===== src/sv/lbh_pkg.sv =====
// ----------------------------------------------------------------------------
// lbh_pkg
// shared types, constants and the lookup2 mix row for the byte hash core
// ----------------------------------------------------------------------------
package lbh_pkg;

  localparam logic [31:0] GOLDEN_INIT = 32'h9e3779b9;
  localparam logic [31:0] C_INIT      = 32'd13;

  // bytes held in the front before a block is complete
  localparam int TAIL_BYTES = 11;

  // default depth of the job queue between front and back
  localparam int QUEUE_DEPTH_DEF = 4;

  // the mix has nine rows, one per cycle in the back
  localparam logic [3:0] ROW_LAST = 4'd8;

  // one unit of work for the back
  typedef struct packed {
    logic [31:0] add_a;  // block word or tail word for a
    logic [31:0] add_b;  // block word or tail word for b
    logic [31:0] add_c;  // block word or tail word for c
    logic [31:0] len;    // key length, used when fin is set
    logic        blk;    // add words are a full block, mix it
    logic        fin;    // finish the key and emit the hash
  } lbh_job_t;

  typedef struct packed {
    logic [31:0] a;
    logic [31:0] b;
    logic [31:0] c;
  } lbh_words_t;

  typedef enum logic [1:0] {
    BK_IDLE,
    BK_MIX,
    BK_TAIL,
    BK_EMIT
  } lbh_back_state_t;

  // one row of the lookup2 mix: x = (x - y - z) ^ (z shifted)
  function automatic lbh_words_t mix_row(input logic [3:0] row, input lbh_words_t w);
    lbh_words_t r;
    r = w;
    unique case (row)
      4'd0: r.a = (w.a - w.b - w.c) ^ (w.c >> 13);
      4'd1: r.b = (w.b - w.c - w.a) ^ (w.a << 8);
      4'd2: r.c = (w.c - w.a - w.b) ^ (w.b >> 13);
      4'd3: r.a = (w.a - w.b - w.c) ^ (w.c >> 12);
      4'd4: r.b = (w.b - w.c - w.a) ^ (w.a << 16);
      4'd5: r.c = (w.c - w.a - w.b) ^ (w.b >> 5);
      4'd6: r.a = (w.a - w.b - w.c) ^ (w.c >> 3);
      4'd7: r.b = (w.b - w.c - w.a) ^ (w.a << 10);
      4'd8: r.c = (w.c - w.a - w.b) ^ (w.b >> 15);
      default: r = w;
    endcase
    return r;
  endfunction

endpackage


===== src/sv/lbh_front.sv =====
// ----------------------------------------------------------------------------
// lbh_front
// takes key bytes, packs blocks and tails, and issues jobs to the queue
// ----------------------------------------------------------------------------
module lbh_front import lbh_pkg::*; (
  input  logic       clk,
  input  logic       rst,
  input  logic       in_valid,
  output logic       in_ready,
  input  logic [7:0] data_byte,
  input  logic       has_byte,
  input  logic       last,
  output logic       job_valid,
  input  logic       job_ready,
  output lbh_job_t   job
);

  logic [7:0]  block_store [TAIL_BYTES];
  logic [3:0]  block_position;
  logic [31:0] key_length;

  logic        take;
  logic        full_block;
  logic [3:0]  pos_after;
  logic [31:0] len_next;
  logic [7:0]  tail [TAIL_BYTES];
  logic [7:0]  tb;

  assign in_ready = job_ready;
  assign take     = in_valid && in_ready;

  always_comb begin
    full_block = has_byte && (block_position == 4'(TAIL_BYTES));
    len_next   = key_length + 32'(has_byte);
    pos_after  = (has_byte && !full_block) ? block_position + 4'd1 : block_position;
    for (int i = 0; i < TAIL_BYTES; i++) begin
      tb      = (has_byte && block_position == 4'(i)) ? data_byte : block_store[i];
      tail[i] = (4'(i) < pos_after) ? tb : 8'h00;
    end

    job_valid = in_valid && (full_block || last);
    job.len   = len_next;
    job.blk   = full_block;
    job.fin   = last;
    if (full_block) begin
      job.add_a = {block_store[3], block_store[2], block_store[1], block_store[0]};
      job.add_b = {block_store[7], block_store[6], block_store[5], block_store[4]};
      job.add_c = {data_byte, block_store[10], block_store[9], block_store[8]};
    end else begin
      job.add_a = {tail[3], tail[2], tail[1], tail[0]};
      job.add_b = {tail[7], tail[6], tail[5], tail[4]};
      job.add_c = {tail[10], tail[9], tail[8], 8'h00};
    end
  end

  always_ff @(posedge clk) begin
    if (rst) begin
      block_position <= '0;
      key_length     <= '0;
    end else if (take) begin
      if (last) begin
        block_position <= '0;
        key_length     <= '0;
      end else begin
        block_position <= full_block ? 4'd0 : pos_after;
        key_length     <= len_next;
      end
    end
  end

  always_ff @(posedge clk) begin
    if (take && has_byte && !full_block) begin
      block_store[block_position] <= data_byte;
    end
  end

endmodule


===== src/sv/lbh_queue.sv =====
// ----------------------------------------------------------------------------
// lbh_queue
// small job fifo between front and back
// ----------------------------------------------------------------------------
module lbh_queue import lbh_pkg::*; #(
  parameter int QUEUE_DEPTH = QUEUE_DEPTH_DEF
) (
  input  logic     clk,
  input  logic     rst,
  input  logic     push_valid,
  output logic     push_ready,
  input  lbh_job_t push_job,
  output logic     pop_valid,
  input  logic     pop,
  output lbh_job_t pop_job
);

  localparam int PTR_W = (QUEUE_DEPTH > 1) ? $clog2(QUEUE_DEPTH) : 1;
  localparam int CNT_W = $clog2(QUEUE_DEPTH + 1);

  lbh_job_t         entries [QUEUE_DEPTH];
  logic [PTR_W-1:0] wr_ptr;
  logic [PTR_W-1:0] rd_ptr;
  logic [CNT_W-1:0] count;
  logic             do_push;
  logic             do_pop;

  assign push_ready = (count != CNT_W'(QUEUE_DEPTH));
  assign pop_valid  = (count != '0);
  assign pop_job    = entries[rd_ptr];
  assign do_push    = push_valid && push_ready;
  assign do_pop     = pop && pop_valid;

  always_ff @(posedge clk) begin
    if (rst) begin
      wr_ptr <= '0;
      rd_ptr <= '0;
      count  <= '0;
    end else begin
      if (do_push) begin
        wr_ptr <= (wr_ptr == PTR_W'(QUEUE_DEPTH - 1)) ? '0 : wr_ptr + PTR_W'(1);
      end
      if (do_pop) begin
        rd_ptr <= (rd_ptr == PTR_W'(QUEUE_DEPTH - 1)) ? '0 : rd_ptr + PTR_W'(1);
      end
      if (do_push && !do_pop) begin
        count <= count + CNT_W'(1);
      end else if (do_pop && !do_push) begin
        count <= count - CNT_W'(1);
      end
    end
  end

  always_ff @(posedge clk) begin
    if (do_push) begin
      entries[wr_ptr] <= push_job;
    end
  end

endmodule


===== src/sv/lbh_back.sv =====
// ----------------------------------------------------------------------------
// lbh_back
// holds a, b, c, runs the mix one row per cycle and emits the hash
// ----------------------------------------------------------------------------
module lbh_back import lbh_pkg::*; (
  input  logic        clk,
  input  logic        rst,
  input  logic        q_valid,
  input  lbh_job_t    q_job,
  output logic        q_pop,
  output logic        out_valid,
  input  logic        out_ready,
  output logic [31:0] hash_value
);

  localparam lbh_words_t WORDS_INIT = '{a: GOLDEN_INIT, b: GOLDEN_INIT, c: C_INIT};

  lbh_back_state_t state;
  lbh_back_state_t state_next;
  lbh_words_t      w;
  logic [3:0]      row;
  logic            cur_blk;
  logic            cur_fin;
  logic [31:0]     cur_len;
  logic            emit_go;
  logic [31:0]     len_in;

  always_comb begin
    state_next = state;
    q_pop      = 1'b0;
    emit_go    = 1'b0;
    len_in     = (q_job.fin && !q_job.blk) ? q_job.len : 32'd0;
    unique case (state)
      BK_IDLE: begin
        q_pop = q_valid;
        if (q_valid) state_next = BK_MIX;
      end
      BK_MIX: begin
        if (row == ROW_LAST) begin
          priority if (cur_fin && cur_blk) state_next = BK_TAIL;
          else if (cur_fin)                state_next = BK_EMIT;
          else                             state_next = BK_IDLE;
        end
      end
      BK_TAIL: state_next = BK_MIX;
      BK_EMIT: begin
        emit_go = !out_valid || out_ready;
        if (emit_go) state_next = BK_IDLE;
      end
      default: state_next = BK_IDLE;
    endcase
  end

  always_ff @(posedge clk) begin
    if (rst) state <= BK_IDLE;
    else     state <= state_next;
  end

  always_ff @(posedge clk) begin
    if (rst) begin
      w         <= WORDS_INIT;
      out_valid <= 1'b0;
    end else begin
      if (out_valid && out_ready && !emit_go) out_valid <= 1'b0;
      unique case (state)
        BK_IDLE: begin
          if (q_valid) begin
            w.a <= w.a + q_job.add_a;
            w.b <= w.b + q_job.add_b;
            w.c <= w.c + q_job.add_c + len_in;
          end
        end
        BK_MIX:  w   <= mix_row(row, w);
        BK_TAIL: w.c <= w.c + cur_len;
        BK_EMIT: begin
          if (emit_go) begin
            out_valid <= 1'b1;
            w         <= WORDS_INIT;
          end
        end
        default: w <= w;
      endcase
    end
  end

  // job bookkeeping and result payload, no reset needed
  always_ff @(posedge clk) begin
    unique case (state)
      BK_IDLE: begin
        if (q_valid) begin
          cur_blk <= q_job.blk;
          cur_fin <= q_job.fin;
          cur_len <= q_job.len;
          row     <= '0;
        end
      end
      BK_MIX: row <= row + 4'd1;
      BK_TAIL: begin
        cur_blk <= 1'b0;
        row     <= '0;
      end
      BK_EMIT: begin
        if (emit_go) hash_value <= w.c;
      end
      default: row <= '0;
    endcase
  end

endmodule


===== src/sv/lookup2_byte_hash_core.sv =====
// ----------------------------------------------------------------------------
// lookup2_byte_hash_core
// streaming 32-bit lookup2 hash of a key delivered one byte per transfer
// ----------------------------------------------------------------------------
//
//   channel | signals                                   | direction
//   --------+-------------------------------------------+----------
//   in      | in_valid, in_ready, data_byte, has_byte,  | into core
//           | last                                      |
//   out     | out_valid, out_ready, hash_value          | out of core
//
// the front takes one transfer per cycle whenever the job queue has room
// each full 12-byte block costs the back one add and nine mix rows
// each key end adds a length and tail add, nine mix rows and one emit
// the back's single mix row unit sets the sustained rate; the queue absorbs
// bursts, and in_ready drops only while the queue is full
// a stalled out channel holds the result register; the back waits there
// while the front keeps filling the queue
// rst is synchronous and returns a, b, c to their initial values, empties
// the queue and drops out_valid
// ----------------------------------------------------------------------------
module lookup2_byte_hash_core import lbh_pkg::*; #(
  parameter int QUEUE_DEPTH = QUEUE_DEPTH_DEF
) (
  input  logic        clk,
  input  logic        rst,
  input  logic        in_valid,
  output logic        in_ready,
  input  logic [7:0]  data_byte,
  input  logic        has_byte,
  input  logic        last,
  output logic        out_valid,
  input  logic        out_ready,
  output logic [31:0] hash_value
);

  // front to queue
  logic     job_valid;
  logic     job_ready;
  lbh_job_t job;

  // queue to back
  logic     q_valid;
  logic     q_pop;
  lbh_job_t q_job;

  // byte packing, block detection and tail assembly
  lbh_front u_front (
    .clk       (clk),
    .rst       (rst),
    .in_valid  (in_valid),
    .in_ready  (in_ready),
    .data_byte (data_byte),
    .has_byte  (has_byte),
    .last      (last),
    .job_valid (job_valid),
    .job_ready (job_ready),
    .job       (job)
  );

  // decouples byte intake from the multi-cycle mix
  lbh_queue #(
    .QUEUE_DEPTH (QUEUE_DEPTH)
  ) u_queue (
    .clk        (clk),
    .rst        (rst),
    .push_valid (job_valid),
    .push_ready (job_ready),
    .push_job   (job),
    .pop_valid  (q_valid),
    .pop        (q_pop),
    .pop_job    (q_job)
  );

  // word state, mix sequencer and result register
  lbh_back u_back (
    .clk        (clk),
    .rst        (rst),
    .q_valid    (q_valid),
    .q_job      (q_job),
    .q_pop      (q_pop),
    .out_valid  (out_valid),
    .out_ready  (out_ready),
    .hash_value (hash_value)
  );

endmodule


===== config.mk =====
export PLATFORM = sky130hd
export DESIGN_NAME = lookup2_byte_hash_core
export DESIGN_NICKNAME = d
export VERILOG_FILES = /design/src/sv/lbh_pkg.sv /design/src/sv/lbh_front.sv /design/src/sv/lbh_queue.sv /design/src/sv/lbh_back.sv /design/src/sv/lookup2_byte_hash_core.sv
export SDC_FILE = /design/constraint.sdc
export NUM_CORES = 2
export LEC_CHECK = 0
export BUFFER_PORTS_ARGS = -buffer_cell sky130_fd_sc_hd__clkbuf_2
export CAP_MARGIN = 20
export CORE_MARGIN = 2
export CORE_UTILIZATION = 65
export DETAILED_ROUTE_END_ITERATION = 8
export PLACE_DENSITY = 0.92
export SETUP_SLACK_MARGIN = 0.3
export SYNTH_ARGS = -nofsm -noshare
export SYNTH_HDL_FRONTEND = slang
export SYNTH_SLANG_ARGS = --single-unit

===== constraint.sdc =====
create_clock -name clk -period 7.3 [get_ports clk]
set_input_delay 0.73 -clock clk [delete_from_list [all_inputs] [get_ports clk]]
set_output_delay 0.73 -clock clk [all_outputs]
set_load 0.05 [all_outputs]

# Word level (Yosys, flattened, before mapping)
# Memory sizes are Yosys's and may differ from the RTL's. A register that Yosys moved wholly into a read port is not among the register bits.
# Index checks and enable logic that the tools add are counted.
[totals] ff_bits=212 latchBits=0 mem_bits_rw=608 romBits=0 input_bits=14 out_inout_bits=34 elab_cells=196 mem_count=2
[memory_table] name="u_queue.entries" depth=4 word_bits=130 rd=1 rd_ports_with_merged_regs=1 write_ports=1 line="lbh_queue.sv:21" source="lbh_job_t entries [QUEUE_DEPTH];"
[memory_table] name="u_front.block_store" depth=11 word_bits=8 rd=11 rd_ports_with_merged_regs=0 write_ports=1 line="lbh_front.sv:18" source="logic [7:0] block_store [TAIL_BYTES];"
[op_classes] addsub=18 n_mul=0 n_div=0 magnitude_cmp=11 eq_ne=32 shifts=0 n_mux=60 bitwise_logic=9 reduce_logical=49
[op_table] operator="96-bit two-way mux" n=3
[op_table] operator="32-bit case mux with 3 select lines" n=3
[op_table] operator="64-bit case mux with 3 select lines" n=1
[op_table] operator="32-bit subtractor" n=6
[op_table] operator="8-bit two-way mux" n=22
[op_table] operator="32-bit adder" n=5
[op_table] operator="32-bit case mux with 4 select lines" n=1
[op_table] operator="32-bit bitwise XOR" n=3
[op_table] operator="32-bit two-way mux" n=2
[op_table] operator="32-bit by 19-bit bitwise XOR with 32-bit output" n=2
[op_table] operator="32-bit by 1-bit adder with 32-bit output" n=1
[op_table] operator="4-bit by 3-bit == test with 1-bit output (second input constant)" n=8
[op_table] operator="32-bit by 17-bit bitwise XOR with 32-bit output" n=1
[op_table] operator="32-bit by 20-bit bitwise XOR with 32-bit output" n=1
[op_table] operator="32-bit by 27-bit bitwise XOR with 32-bit output" n=1
[op_table] operator="32-bit by 29-bit bitwise XOR with 32-bit output" n=1
[op_table] operator="1-bit logical AND" n=25
[op_table] operator="4-bit == test (second input constant)" n=5
[op_table] operator="2-bit two-way mux" n=9
[op_table] operator="4-bit by 2-bit == test with 1-bit output (second input constant)" n=4
[op_table] operator="3-bit by 4-bit less-than comparator with 1-bit output (first input constant)" n=4
[op_table] operator="4-bit two-way mux" n=4
[op_table] operator="4-bit less-than comparator (first input constant)" n=3
[op_table] operator="4-bit case mux with 3 select lines" n=1
[op_table] operator="other kinds (26)" n=63

# Longest topological paths before layout
[depth] depth_word=9 depth_mapped=20 depth_no_buf=18

# Cells and area by module
# A second synthesis with hierarchy kept.
[unflattened] cells_unflattened=4218 area_unflattened_um2=49337.3
[by_module_without_submodules] module="lbh_back" n_inst=1 cells_each=2801 area_per_inst_um2=23404.9 seq_area_each_um2=4083.9
[by_module_without_submodules] module="lbh_queue" n_inst=1 cells_each=727 area_per_inst_um2=19243.5 seq_area_each_um2=15795.1
[by_module_without_submodules] module="lbh_front" n_inst=1 cells_each=690 area_per_inst_um2=6688.9 seq_area_each_um2=3363.2

# Worst setup path after synthesis
# Ideal clock, no wire load.
[synth_path] path_type="register to register" from="register with a tool-made name" to="register u_back.w[28] (netlist bit)" arrival_ps=4936 path_slack_ps=2227 stages_incl_launch_ff=18 path_buffers=4 synth_period_minus_slack_ps=5073 cell_sequence="dfxtp_1 clkbuf_1 buf_2 clkbuf_1 buf_1 mux4_2 fa_1 ha_1 o21a_1 o21ai_0 o32ai_4 a41o_1 nand3_2 a21oi_4 o311a_2 or3_1 a211oi_1 a2111oi_1"
[synth_lines] element="end signal: assignment" line="lbh_back.sv:73" source="BK_MIX: w <= mix_row(row, w);"
[synth_lines] element="end signal: assignment" line="lbh_back.sv:81" source="default: w <= w;"
[synth_lines] element="end: declaration" line="lbh_back.sv:20" source="lbh_words_t w;"

==> impl_metrics.csv <==
group,metric,value,unit
outcome,status,"complete, but fails checks",
outcome,violations,"DRC",
synthesis,synth_area_leader_cell,"edfxtp_1",
clock_tree,path_clk_slew,0.07,ns
die,ios,48,
timing,tightestPinTransition,1.31,ns
detailed_routing,vias,38800,
final_layout,drive_gt1_share,10.3,%
critical_path,cp-start-kind,"register",
synthesis,synth-edff-count,678,
detailed_routing,drc,168,
global_routing,grt_pass1_vias,37700,
synthesis,synth_area,0.0493,mm2
critical_path,path_class,"reg -> reg",
synthesis,synth_cell_types,107,
die,rows,100,
timing,finClkSkew,0.0333,ns
final_layout,mostFrequentLayoutCells,"678 x edfxtp_1, 295 x nor2_1, 294 x a21oi_1",
die,die-area,0.0781,mm2
critical_path,critPathRequiredTime,7.86,ns
timing,slew_viol_final,0,
global_routing,grt_first_pass_wirelength,240000,um
clock_tree,cts_tree,"done",
clock_tree,h-tree-depth,3,
die,start_util,66.0,%
synthesis,synth_nets,4660,
timing,tns,0,ns
final_layout,fin_nets,4687,
placement,port_buffers,47,
critical_path,cp_data_arrival_time,6.64,ns
critical_path,crit_path_end_kind,"register",
clock_tree,cts_buffers,83,
final_layout,layout_commonest_cell,"edfxtp_1",
synthesis,ys_warn_count,0,
clock_tree,clk_latency,0.68,ns
placement,place_hpwl,115000,um
detailed_routing,firstDrtPassIters,9,
global_routing,grt.total_usage,41.8,%
timing,max-slew-margin-rel,11.5,%
clock_tree,clkSinkCount,822,
clock_tree,cts_hold_buf,0,
detailed_routing,via_per_inst,7.27,
timing,finalSetupViolCount,0,
placement,routabilityCongestion,1.06,
synthesis,synth.yosys.seq_area_share,47.2,%
synthesis,synthFlopType,"edfxtp_1",
detailed_routing,wl,163000,um
synthesis,ys_async_sr_fraction,0,%
detailed_routing,final_antenna_net_count,0,
die,die_w,279,um
global_routing,grt_max_degree,97,
clock_tree,clockRootBuffer,"clkbuf_16",
timing,max_freq,164,MHz
global_routing,antenna_found_initial,6,
flow_run,cap_violations,0,
global_routing,grt_overflow,0,
timing,period_share,83.3,%
timing,rsz0062_at_grt,"no",
synthesis,synth_seq_cells,822,
die,die_h,279,um
clock_tree,ctsResizeCount,0,
synthesis,avgSynthCellArea,11.5,um2
detailed_routing,wl_per_cell,30.5,um
final_layout,syn_to_final_growth,8.63,%
synthesis,syn_inst,4274,
clock_tree,clock_path_buffers,3,
detailed_routing,drt-initial-drc-count,6412,
min_path,min_path_type,"reg -> reg",
critical_path,path_max_fanout,59,
synthesis,synthTopCellsByArea,"edfxtp_1 41%, ha_1 6.2%, mux4_2 5.9%",
synthesis,yosysTopAreaCellShare,41.3,%
clock_tree,postCtsSetupRepairBufs,0,
timing,period_needed,6.08,ns
die,core_area,0.0747,mm2
timing,hold_viol,0,
[Yosys cell counts (37+ instances only)]
| master | instances |
|---|---|
| edfxtp_1 | 678 |
| fa_1 | 129 |
| a221oi_1 | 37 |
| o21ai_0 | 214 |
| a22oi_1 | 50 |
| nor2_1 | 297 |
| a211oi_1 | 99 |
| and2_1 | 40 |
| inv_1 | 259 |
| mux4_2 | 130 |
| dfxtp_1 | 144 |
| clkbuf_1 | 144 |
| ha_1 | 243 |
| xnor2_1 | 254 |
| a21oi_1 | 294 |
| a21o_1 | 93 |
| nor3_1 | 63 |
| xor2_1 | 82 |
| nand2_1 | 291 |
| nand3_1 | 65 |
| o22ai_1 | 75 |
| mux2i_1 | 58 |
[worst paths after layout]
kind | startpoint | end | slack, ns | cells after the start
worst min register to register | u_front.key_length[0]$_SDFFE_PP0P_ | u_front.key_length[0]$_SDFFE_PP0P_ | 0.52 | 2
worst max register to register | register | u_back.w[94]$_SDFFE_PP0P_ | 1.22 | 16
worst min-delay path | u_front.key_length[0]$_SDFFE_PP0P_ | u_front.key_length[0]$_SDFFE_PP0P_ | 0.52 | 2
worst max-delay path | register | u_back.w[94]$_SDFFE_PP0P_ | 1.22 | 16
[cells by family (layout without fill, tap and decap cells)]
family | Yosys count | in the layout | synth area share [%]
compound gates | 1167 | 1167 | 15.8
xor+xnor | 342 | 342 | 6.21
fa+ha+maj | 372 | 372 | 11.4
buf+inv | 439 | 536 | 3.38
flops | 822 | 822 | 47.2
mux | 190 | 190 | 7.17
other cells | 0 | 3 | 0
simple gates | 942 | 942 | 8.87
[stage by stage]
| stage | setup slack (ns) | hold slack (ns) | util (%) | cell area (um2) | instances |
|---|---|---|---|---|---|
| after global placement | 1.93 | 0.474 | 67.9 | 50700 | 5179 |
| after floorplan | 2.23 | 0.406 | - | 49300 | 4274 |
| final | 1.22 | 0.516 | 71.7 | 53500 | 5343 |
| after detailed placement | 1.75 | 0.525 | 67.9 | 50700 | 5180 |
| after global routing | 1.21 | 0.547 | 71.7 | 53500 | 5340 |
| after CTS | 1.43 | 0.525 | 71.6 | 53500 | 5335 |
[layout make-up]
cell class	count	area, um2
Clock buffer	97	2160
Antenna cell	3	7.51
Clock inverter	58	651
Inverter	262	983
Fill cell	4793	21200
Sequential cell	822	23200
Tap cell	969	1210
Multi-Input combinational cell	3013	24400
Timing Repair Buffer	119	838
[worst max-delay path, cell delays in order, from the launching register on]
cell and delay [ns]:
dfxtp_4 0.72, buf_4 0.61, buf_4 0.79, mux4_2 0.46, ha_1 0.24, inv_1 0.11
fa_1 0.29, nor2b_1 0.12, o2111a_1 0.30, o311ai_1 0.57, a21oi_1 0.30, o2111ai_1 0.39
a21oi_1 0.14, o21ai_0 0.28, nand3_1 0.10, nor3b_1 0.14, o31a_1 0.31
[sequential cells by signal, summed over array words and instances, names as in the netlist, named ones only]
signal	flops
u_queue.entries	520
u_back.w	96
u_front.block_store	88
u_back.cur_len	32
u_back.hash_value	32
u_front.key_length	32
u_back.row	4
u_front.block_position	4
u_queue.count	3
u_back.state	2
u_queue.rd_ptr	2
u_queue.wr_ptr	2
u_back.cur_blk	1
u_back.cur_fin	1
u_back.out_valid	1
[metal layers]
metal	wire, um	GRT usage, %	vias up
met3	24000	13.7	899
met1	56900	54.4	18400
met4	12400	24.2	2
met2	69800	61.8	3424
met5	13	0	-
li1	-	-	16100
Power is left out: the tool's default activity adds up to more than one toggle a clock period on the data nets, which glitch-free logic cannot reach.
